==> src/rtl/ttpc_pkg.sv <==
// Shared types, codes and fixed-point helpers for the timed travel position controller.
// Depends on nothing; imported by every module of the block.
`timescale 1ns / 1ps

package ttpc_pkg;

	localparam int AMT_W = 25;          // unsigned Q1.24 field; positions use 0..1.0 inclusive
	localparam int POS_W = 27;          // signed estimate and target
	localparam int WIDE_W = 28;         // working width for sums and differences
	localparam int CFG_IDX_W = 1;

	localparam logic [CFG_IDX_W-1:0] REG_STEP_PER_TICK = 1'd0;
	localparam logic [CFG_IDX_W-1:0] REG_END_OVERSHOOT = 1'd1;

	localparam logic [AMT_W-1:0] STEP_RESET = 25'd1678;
	localparam logic [AMT_W-1:0] OVERSHOOT_RESET = 25'd0;

	localparam logic [2:0] MODE_TICK = 3'd0;
	localparam logic [2:0] MODE_FWD = 3'd1;
	localparam logic [2:0] MODE_REV = 3'd2;
	localparam logic [2:0] MODE_MOVE_TO = 3'd3;
	localparam logic [2:0] MODE_STOP = 3'd4;
	localparam logic [2:0] MODE_START = 3'd5;

	localparam logic [1:0] ST_IDLE = 2'd0;
	localparam logic [1:0] ST_FWD = 2'd1;
	localparam logic [1:0] ST_REV = 2'd2;
	localparam logic [1:0] ST_REACHED = 2'd3;

	localparam logic [AMT_W-1:0] Q_ONE_U = 25'h1000000;
	localparam logic signed [WIDE_W-1:0] Q_ONE_W = 28'sh1000000;
	localparam logic signed [WIDE_W-1:0] LIMIT_W = 28'sh2000000;
	localparam logic signed [POS_W-1:0] LIMIT_P = 27'sh2000000;

	typedef struct packed {
		logic [2:0]       mode;
		logic [AMT_W-1:0] amount;
	} cmd_t;

	typedef struct packed {
		logic             motor_forward;
		logic             motor_reverse;
		logic [1:0]       run_state;
		logic [AMT_W-1:0] position_now;
		logic             accepted;
	} res_t;

	// saturate a computed target to -2.0..2.0
	function automatic logic signed [POS_W-1:0] sat_target(input logic signed [WIDE_W-1:0] v);
		logic signed [POS_W-1:0] r;
		if (v > LIMIT_W) begin
			r = LIMIT_P;
		end else if (v < -LIMIT_W) begin
			r = -LIMIT_P;
		end else begin
			r = v[POS_W-1:0];
		end
		return r;
	endfunction

	// clamp to 0..1.0, result always fits the unsigned Q24 field
	function automatic logic [AMT_W-1:0] clamp_unit(input logic signed [WIDE_W-1:0] v);
		logic [AMT_W-1:0] r;
		if (v < 0) begin
			r = '0;
		end else if (v > Q_ONE_W) begin
			r = Q_ONE_U;
		end else begin
			r = v[AMT_W-1:0];
		end
		return r;
	endfunction

endpackage

==> src/rtl/timed_travel_position_controller_top.sv <==
// Top level: input register, estimator core, result register and configuration.
// Depends on ttpc_pkg, ttpc_cfg and ttpc_core.
`timescale 1ns / 1ps
// Timing: the estimator update is a single pass of adds and compares; an accepted beat waits
// in the input register until the result register can take its result, and out_valid rises.
// Throughput: one beat per cycle unless out_stall holds a full result register.
// Reset (arst_n, asynchronous): estimate and target zero, idle, start position unset,
// step 1678 and overshoot zero; both pipeline stages empty.

module timed_travel_position_controller_top import ttpc_pkg::*; (
	input  logic                 clk,
	input  logic                 arst_n,
	input  logic                 in_valid,
	output logic                 in_stall,
	input  cmd_t                 in_data,
	output logic                 out_valid,
	input  logic                 out_stall,
	output res_t                 out_data,
	input  logic                 cfg_we,
	input  logic [CFG_IDX_W-1:0] cfg_index,
	input  logic [AMT_W-1:0]     cfg_data
);

	logic             valid_s1;
	cmd_t             cmd_s1;
	logic             out_valid_q;
	res_t             out_q;
	logic             adv;
	res_t             res;
	logic [AMT_W-1:0] step_per_tick;
	logic [AMT_W-1:0] end_overshoot;

	// command moves on whenever the result register is free or being drained
	assign adv = valid_s1 && (!out_valid_q || !out_stall);
	assign in_stall = valid_s1 && out_valid_q && out_stall;

	ttpc_cfg u_cfg (
		.clk           (clk),
		.arst_n        (arst_n),
		.cfg_we        (cfg_we),
		.cfg_index     (cfg_index),
		.cfg_data      (cfg_data),
		.step_per_tick (step_per_tick),
		.end_overshoot (end_overshoot)
	);

	ttpc_core u_core (
		.clk           (clk),
		.arst_n        (arst_n),
		.fire          (adv),
		.cmd           (cmd_s1),
		.step_per_tick (step_per_tick),
		.end_overshoot (end_overshoot),
		.res           (res)
	);

	always_ff @(posedge clk or negedge arst_n) begin
		if (!arst_n) begin
			valid_s1 <= 1'b0;
		end else if (!in_stall) begin
			valid_s1 <= in_valid;
		end
	end

	always_ff @(posedge clk) begin
		if (!in_stall && in_valid) begin
			cmd_s1 <= in_data;
		end
	end

	always_ff @(posedge clk or negedge arst_n) begin
		if (!arst_n) begin
			out_valid_q <= 1'b0;
		end else if (adv) begin
			out_valid_q <= 1'b1;
		end else if (!out_stall) begin
			out_valid_q <= 1'b0;
		end
	end

	always_ff @(posedge clk) begin
		if (adv) begin
			out_q <= res;
		end
	end

	assign out_valid = out_valid_q;
	assign out_data = out_q;

endmodule

==> src/rtl/ttpc_cfg.sv <==
// Configuration registers: travel step per tick and end overshoot.
// Depends on ttpc_pkg.
`timescale 1ns / 1ps

module ttpc_cfg import ttpc_pkg::*; (
	input  logic                 clk,
	input  logic                 arst_n,
	input  logic                 cfg_we,
	input  logic [CFG_IDX_W-1:0] cfg_index,
	input  logic [AMT_W-1:0]     cfg_data,
	output logic [AMT_W-1:0]     step_per_tick,
	output logic [AMT_W-1:0]     end_overshoot
);

	logic [AMT_W-1:0] step_q;
	logic [AMT_W-1:0] ovs_q;

	always_ff @(posedge clk or negedge arst_n) begin
		if (!arst_n) begin
			step_q <= STEP_RESET;
			ovs_q <= OVERSHOOT_RESET;
		end else if (cfg_we) begin
			case (cfg_index)
				REG_STEP_PER_TICK: step_q <= cfg_data;
				REG_END_OVERSHOOT: ovs_q <= cfg_data;
				default: ;
			endcase
		end
	end

	assign step_per_tick = step_q;
	assign end_overshoot = ovs_q;

endmodule

==> src/rtl/ttpc_core.sv <==
// Position estimator state and per-command update logic; result is combinational.
// Depends on ttpc_pkg.
`timescale 1ns / 1ps

module ttpc_core import ttpc_pkg::*; (
	input  logic             clk,
	input  logic             arst_n,
	input  logic             fire,
	input  cmd_t             cmd,
	input  logic [AMT_W-1:0] step_per_tick,
	input  logic [AMT_W-1:0] end_overshoot,
	output res_t             res
);

	logic signed [POS_W-1:0] pos_q, tgt_q;
	logic [1:0]              st_q;
	logic                    started_q;

	logic signed [POS_W-1:0] pos_d, tgt_d;
	logic [1:0]              st_d;
	logic                    started_d;
	logic                    ok;

	logic signed [WIDE_W-1:0] pos_w, tgt_w, amt_w, step_w, ovs_w;
	logic signed [WIDE_W-1:0] dest_w, pcl_w, end_w, np_w, diff_w;
	logic signed [POS_W-1:0]  rel_dest;
	logic [AMT_W-1:0]         pos_cl, np_cl;
	logic                     go_fwd, move_ok;

	always_comb begin
		pos_w = {pos_q[POS_W-1], pos_q};
		tgt_w = {tgt_q[POS_W-1], tgt_q};
		amt_w = {3'b000, cmd.amount};
		step_w = {3'b000, step_per_tick};
		ovs_w = {3'b000, end_overshoot};
		pos_cl = clamp_unit(pos_w);
		pcl_w = {3'b000, pos_cl};
		move_ok = (cmd.amount != '0) && (cmd.amount <= Q_ONE_U);

		// relative moves start from the unclamped estimate
		rel_dest = sat_target((cmd.mode == MODE_REV) ? pos_w - amt_w : pos_w + amt_w);
		case (cmd.mode)
			MODE_FWD, MODE_REV: dest_w = {rel_dest[POS_W-1], rel_dest};
			default:  dest_w = amt_w;
		endcase

		// equal target runs reverse; end targets pushed past the stop
		go_fwd = dest_w > pcl_w;
		if (go_fwd) begin
			end_w = (dest_w == Q_ONE_W) ? dest_w + ovs_w : dest_w;
		end else begin
			end_w = (dest_w == '0) ? dest_w - ovs_w : dest_w;
		end

		np_w = (st_q == ST_FWD) ? pos_w + step_w : pos_w - step_w;
		diff_w = (st_q == ST_FWD) ? np_w - tgt_w : tgt_w - np_w;
		np_cl = clamp_unit(np_w);
	end

	always_comb begin
		pos_d = pos_q;
		tgt_d = tgt_q;
		st_d = st_q;
		started_d = started_q;
		ok = 1'b0;
		case (cmd.mode)
			MODE_TICK: begin
				ok = 1'b1;
				if (st_q inside {ST_FWD, ST_REV}) begin
					pos_d = np_w[POS_W-1:0];
					if (!diff_w[WIDE_W-1]) begin
						pos_d = {2'b00, np_cl};
						st_d = ST_REACHED;
					end
				end
			end
			MODE_FWD, MODE_REV, MODE_MOVE_TO: begin
				if ((cmd.mode == MODE_MOVE_TO) ? (cmd.amount <= Q_ONE_U) : move_ok) begin
					ok = 1'b1;
					pos_d = {2'b00, pos_cl};
					st_d = go_fwd ? ST_FWD : ST_REV;
					tgt_d = sat_target(end_w);
				end
			end
			MODE_STOP: begin
				ok = 1'b1;
				st_d = ST_IDLE;
			end
			MODE_START: begin
				if (!started_q) begin
					ok = 1'b1;
					started_d = 1'b1;
					pos_d = {2'b00, cmd.amount};
					st_d = ST_IDLE;
				end
			end
			default: ;
		endcase

		res.motor_forward = (st_d == ST_FWD);
		res.motor_reverse = (st_d == ST_REV);
		res.run_state = st_d;
		res.position_now = clamp_unit({pos_d[POS_W-1], pos_d});
		res.accepted = ok;
	end

	always_ff @(posedge clk or negedge arst_n) begin
		if (!arst_n) begin
			pos_q <= '0;
			tgt_q <= '0;
			st_q <= ST_IDLE;
			started_q <= 1'b0;
		end else if (fire) begin
			pos_q <= pos_d;
			tgt_q <= tgt_d;
			st_q <= st_d;
			started_q <= started_d;
		end
	end

`ifndef SYNTHESIS
	a_started_sticks: assert property (@(posedge clk) disable iff (!arst_n)
		started_q |=> started_q)
		else $error("start flag cleared");

	a_target_in_range: assert property (@(posedge clk) disable iff (!arst_n)
		(tgt_q <= LIMIT_P) && (tgt_q >= -LIMIT_P))
		else $error("target beyond saturation limit");

	a_stop_idles: assert property (@(posedge clk) disable iff (!arst_n)
		fire && (cmd.mode == MODE_STOP) |=> (st_q == ST_IDLE))
		else $error("stop did not idle the motor");

	a_reject_holds: assert property (@(posedge clk) disable iff (!arst_n)
		fire && !res.accepted |=> $stable(pos_q) && $stable(tgt_q) && $stable(st_q))
		else $error("rejected command changed state");
`endif

endmodule

==> config.mk <==
export PLATFORM = sky130hd
export DESIGN_NAME = timed_travel_position_controller_top
export DESIGN_NICKNAME = d
export VERILOG_FILES = /design/src/rtl/ttpc_pkg.sv /design/src/rtl/timed_travel_position_controller_top.sv /design/src/rtl/ttpc_cfg.sv /design/src/rtl/ttpc_core.sv
export SDC_FILE = /design/constraint.sdc
export NUM_CORES = 1
export LEC_CHECK = 0
export ABC_AREA = 1
export CELL_PAD_IN_SITES_DETAIL_PLACEMENT = 1
export CELL_PAD_IN_SITES_GLOBAL_PLACEMENT = 2
export CORE_MARGIN = 3
export CORE_UTILIZATION = 33
export DETAILED_ROUTE_END_ITERATION = 8
export DONT_BUFFER_PORTS = 1
export GPL_TIMING_DRIVEN = 0
export HOLD_SLACK_MARGIN = 0.03
export PLACE_DENSITY = 0.88
export SYNTH_ARGS = -nofsm -noshare
export SYNTH_HDL_FRONTEND = slang
export SYNTH_SLANG_ARGS = --single-unit
==> constraint.sdc <==
create_clock -name clk -period 6.3 [get_ports clk]
set_input_delay 1.26 -clock clk [delete_from_list [all_inputs] [get_ports clk]]
set_output_delay 1.26 -clock clk [all_outputs]
set_load 0.02 [all_outputs]
# After elaboration in Yosys (flattened, before gate mapping)
# Cells that the tools add are included.
# word_totals
output_inout_bits	32
ff_bits	167
in_bits	59
# classes
reduce_logical	21
n_eq_ne	11
order_cmp	12
bitwise	1
n_addsub	8
mux	33
# op_table
operator	count
$mux 27	8
$mux 28	7
$mux 25	5
$pmux 27 s3	1
$add 27x26->28	2
$gt 28x27->1 const B	2
$lt 28x26->1 const B	2
$sub 27x26->28	2
$gt 27x26->1 const B	2
$lt 27x1->1 const B	2
$add 28x26->28	1
$eq 28x26->1 const B	1
$gt 28x26->1	1
$gt 28x26->1 const B	1
$logic_not 28->1	1
$lt 28x1->1 const B	1
$sub 27x28->28	1
$sub 28x26->28	1
$sub 28x27->28	1
$le 25x25->1 const B	1
$reduce_bool 25->1	1
$mux 2	5
$pmux 2 s4	1
$eq 3x2->1 const B	2
other kinds (17)	34

# Longest topological paths before layout
# logic_depth
word_depth	12
ltp_mapped	58
mapped_depth_nobuf	57

# Modules after synthesis
# A second synthesis with hierarchy kept.
# hier_totals
hier_cells	2928
hier_area_um2	18794.3
# modules_own_cells
mod	cells_each	seq_area_each_um2	area_each_um2	instances
ttpc_core	2640	1426.4	14943.1	1
ttpc_cfg	218	1258.7	2014.4	1
timed_travel_position_controller_top	70	1791.7	1836.8	1

# Least setup slack after synthesis
# OpenSTA, ideal clock, no wires.
# synth_timing
path_kind	register -> register
from	register cmd_s1[0] (netlist bit)
to	register u_core.tgt_q[24]
path_stages_with_launch	47
n_path_buf	1
synth_period_minus_slack_ps	6494
setup_ps	65
arrival_time_ps	6429
path_slack_ps	-194
path_cell_list	edfxtp_1 -> inv_1 -> ha_1 -> inv_1 -> nor3_1 -> nand4_1 -> nor3_1 -> nand4_1 -> nor3_1 -> inv_1 -> nor2_1 -> nor2_1 -> xor2_1 -> ha_1 -> nand2_2 -> nor3_2 -> and2_1 -> nand2_1 -> (+11 left out) -> a31oi_1 -> o21ai_0 -> a31oi_1 -> o21ai_0 -> a21boi_0 -> xor2_1 -> nand3_1 -> nand3_1 -> nand2_1 -> nand2_1 -> inv_1 -> nand3_1 -> nor2_2 -> nand2_2 -> nand2_4 -> buf_12 -> nand2_2 -> nand2_2
# synth_between
elab_chain_cells	12
word_cells_on_any_way	25
# synth_lines
element	line_no	source
start: declaration	timed_travel_position_controller_top.sv:25	cmd_t cmd_s1;
start signal: assignment	timed_travel_position_controller_top.sv:67	cmd_s1 <= in_data;
$add 27x26->28 or $sub 27x26->28 (tied branches)	ttpc_core.sv:41	rel_dest = sat_target((cmd.mode == MODE_REV) ? pos_w - amt_w : pos_w + amt_w);
$mux 28	ttpc_core.sv:41	
$lt 28x26->1	ttpc_pkg.sv:53	end else if (v < -LIMIT_W) begin
$mux 27	ttpc_pkg.sv:53	
$mux 27	ttpc_pkg.sv:51	if (v > LIMIT_W) begin
$mux 28	ttpc_core.sv:42	case (cmd.mode)
$sub 28x26->28, or another cell as far along	ttpc_core.sv:52	end_w = (dest_w == '0) ? dest_w - ovs_w : dest_w;
$mux 28 (on tied branches)	ttpc_core.sv:52, ttpc_core.sv:50	
$mux 28	ttpc_core.sv:49	if (go_fwd) begin
$lt 28x26->1	ttpc_pkg.sv:53	
$mux 27	ttpc_pkg.sv:53	
$mux 27	ttpc_pkg.sv:51	
end signal: assignment	ttpc_core.sv:115	tgt_q <= tgt_d;
end: declaration	ttpc_core.sv:15	logic signed [POS_W-1:0] pos_q, tgt_q;
# Several ways; a longest one is shown, not always the timed one.
# A chain may end at the register's enable or synchronous reset.

# Final worst setup path
# layout_timing
from	register cmd_s1[0] (netlist bit)
to	register u_core.tgt_q[23]
# Same word-level chain as after synthesis.

==> flow_summary.ini <==
[outcome]
status = complete, but fails checks
violations = setup timing

[synthesis]
post_synth.cell_area_avg_um2 = 6.38
synth_cells = 3004
synthAdderAreaFrac_pct = 12.4
synth_async_sr_flop_share_pct = 65.3
synth_enable_flop_cells = 58
xor_xnor_share_of_the_synthesized_area_pct = 5.11
synthesis.area_um2 = 19200
mux_contribution_to_synthesized_area_pct = 0
netlist.area_leader.share_pct = 15.7
synth_top_cell_by_area = nand2_1
yosysWarningCount = 0
seq_total_area_yosys_pct = 23.4
synth_compound_gate_area_share_pct = 13.6
combinational_family_with_the_most_area_after_synthesis = simple AND/OR/NAND/NOR gates
count_of_different_cell_masters_after_synthesis = 58
synth.top_cells.by_area = nand2_1, dfrtp_1, ha_1, inv_1, edfxtp_1
top_count_cell_post_synth = nand2_1
ys.flop_type = dfrtp_1
synth_nets = 3251
synth_simple_gate_area_share_pct = 32.9
synth_commonest_cells = nand2_1, inv_1, nor2_1, nand3_1, ha_1
yosys_register_bits = 167

[route]
vias = 21341
drt_drc_violations_left = 0
dr.pass1.iters = 5
detail_route.iter0.violations = 1426
wl_um = 90900
routed_wire_length_per_instance_um = 23.0
drt.antenna.violating_nets = 0
routed_via_density = 5.40

[worst_setup_path]
rr_worst_depth = 50
crit-reg2reg-capture = u_core.tgt_q[23]$_DFFE_PN0P_
cp.required_ns = 6.70
regToRegSetupSlack_ns = -1.01
startpoint_type = flip-flop
cell_repeated_most_along_the_worst_path = nand2_1
regToRegStartpoint = cmd_s1[0]$_DFFE_PP_
timing_worst_setup_path_type = flip-flop to flip-flop
critical_path.slowest_cell = edfxtp_1
worst-endpoint-arrival_ns = 7.71
endpoint_kind = flip-flop
worst_path_largest_cell_delay_ns = 0.43
path_max_fanout = 7

[global_route]
track_usage_pct = 29.3
globalRoute.totalOverflow = 0
grt_max_degree = 110
grt_pass1_vias = 22254
global_route_wire_length_before_repair_um = 135000
initial_antenna_violation_count = 2

[power]
leakage_uw = 0.0119
vdd.ir_drop.worst_mv = 0.300
final_total_pwr_uw = 16000
power_per_cell_area_nw_per_um2 = 654

[layout]
design_area_um2 = 24400
area_delta_synth_final_pct = 27.6
layout-drive-gt1-share_pct = 22.3
nets = 3425
n_fill_cell = 7208

[floorplanning]
die_w_um = 247
coreArea_um2 = 56900
fp.dieArea_um2 = 61000
rows = 87
floorplan.initialDensity_pct = 33.6
io_pins = 91
floorplan.die.height_um = 247

[timing]
maxSlewHeadroom_pct = 31.4
setup-violations-final = 57
period_utilisation_layout_pct = 116
grt_setup_unrepaired = true
final.min_clock_period_ns = 7.31
finalMaxSlewViolations = 0
clock-skew-final_ns = 0.0153
setup_total_negative_slack_ns = -35.45
worst_slew_pin_slew_ns = 1.03
fmax_mhz = 137
timing.final.hold_violations = 0
crit_path_setup_slack_layout_ns = -1.01

[clock_tree]
cts_num_sinks = 167
tritoncts = built
cts-htree-levels = 4
clock_tree.buffer_depth = 2
clock_insertion_delay_worst_skew_ns = 0.47
path_clk_slew_ns = 0.08
cts.root.buffer_cell = clkbuf_16
tritoncts.num_buffers = 17

[placed_design]
count_of_input_and_output_buffers = 0
dpl_cell_area_um2 = 20100
dp_hpwl_um = 69700
pre_cts_ws_ns = -2.26
gp_congestion = 0.980

[min_path]
timing.hold.worst.class = input pin to asynchronous set/reset pin

[run]
number_of_maximum_capacitance_violations = 0
-- report_power, final --
group	switching (µW)	internal (µW)
Sequential	615	1430
Clock	566	585
Combinational	8060	4730
-- how the worst max path moves through the flow --
| stage | start | end | slack [ns] | cells past startpoint |
|---|---|---|---|---|
| floorplan | cmd_s1[0]$_DFFE_PP_ | u_core.tgt_q[24]$_DFFE_PN0P_ | 0.03 | 52 |
| global placement | cmd_s1[0]$_DFFE_PP_ | u_core.tgt_q[24]$_DFFE_PN0P_ | -2.01 | 50 |
| detailed placement | cmd_s1[1]$_DFFE_PP_ | u_core.tgt_q[23]$_DFFE_PN0P_ | -2.26 | 49 |
| CTS | cmd_s1[0]$_DFFE_PP_ | u_core.tgt_q[24]$_DFFE_PN0P_ | -0.93 | 55 |
| global route | cmd_s1[0]$_DFFE_PP_ | u_core.tgt_q[23]$_DFFE_PN0P_ | -1.42 | 53 |
| finish | cmd_s1[0]$_DFFE_PP_ | u_core.tgt_q[23]$_DFFE_PN0P_ | -1.01 | 50 |
-- cells in the final DEF (no fill, tap or decap), types with 26 or more instances in the layout --
cell type	Yosys	final
edfxtp_1	58	58
buf_4	1	151
a21oi_2	20	26
dfrtp_1	103	102
inv_2	12	40
clkbuf_1	51	31
nand3_1	225	195
nor2_1	289	231
nor2_2	12	48
nand2_2	43	85
nand3_2	4	33
nand2_1	799	725
nand4_1	32	32
a21oi_4	1	35
ha_1	184	144
nand2_4	4	30
ha_4	0	27
o21ai_0	172	138
inv_1	487	449
xor2_1	99	82
a21oi_1	181	141
-- critical path: cells and delay by family (launching register included) --
kind / cells / cell delay, ns
compound gates: 9 / 1.75
flops: 1 / 0.43
fa+ha+maj: 2 / 0.70
simple gates: 30 / 3.00
buf+inv: 7 / 0.89
xor+xnor: 2 / 0.46
-- through the flow --
step / util, % / instances / hold WS (ns)
6_report: 42.9 / 3950 / 0.487
5_1_grt: 42.9 / 3947 / 0.463
3_5_place_dp: 35.3 / 3760 / 0.481
4_1_cts: 41.5 / 3920 / 0.473
2_1_floorplan: - / 3004 / 0.434
3_3_place_gp: 35.3 / 3760 / 0.447
-- final cells by class --
type | count | area (µm²) | area share (%)
diodes | 3 | 7.51 | 0.0307
plain buffers | 76 | 581 | 2.38
clock buffers | 17 | 425 | 1.74
clock inverters | 15 | 218 | 0.891
inverters | 504 | 1930 | 7.89
multi-input cells | 2243 | 14400 | 59.1
flip-flops and latches | 167 | 4480 | 18.3
well taps | 756 | 946 | 3.87
repair buffers | 169 | 1410 | 5.77
-- state kept, by name (all words and copies together) (netlist names) --
register and flops:
cmd_s1 28, out_data 30, out_valid 1, u_cfg.end_overshoot 25, u_cfg.step_per_tick 25, u_core.pos_q 27, u_core.st_q 2, u_core.started_q 1
u_core.tgt_q 27, valid_s1 1
-- cell families after synthesis --
logic type	Yosys count
AO/OA/AOI/OAI	464
buffers and inverters	594
adder cells (fa/ha/maj)	188
flip-flops	167
XOR/XNOR	111
AND/OR/NAND/NOR	1480
-- metal layers --
layer	share of wire, %	up-vias	GRT usage, %
met5	0.028	-	0
met4	5.5	4	14.2
met3	5.6	176	4.74
met2	46	693	48.6
met1	43	10511	36.9
li1	-	9957	-
-- timing repair --
item | CTS | global route
pin swaps | 121 | 96
resized for setup | 432 | 161
setup buffers | 133 | 35
setup endpoints to repair | 85 | 85
hold buffers | 0 | 0
cloned | 7 | 0
(Power assumes the default switching activity.)
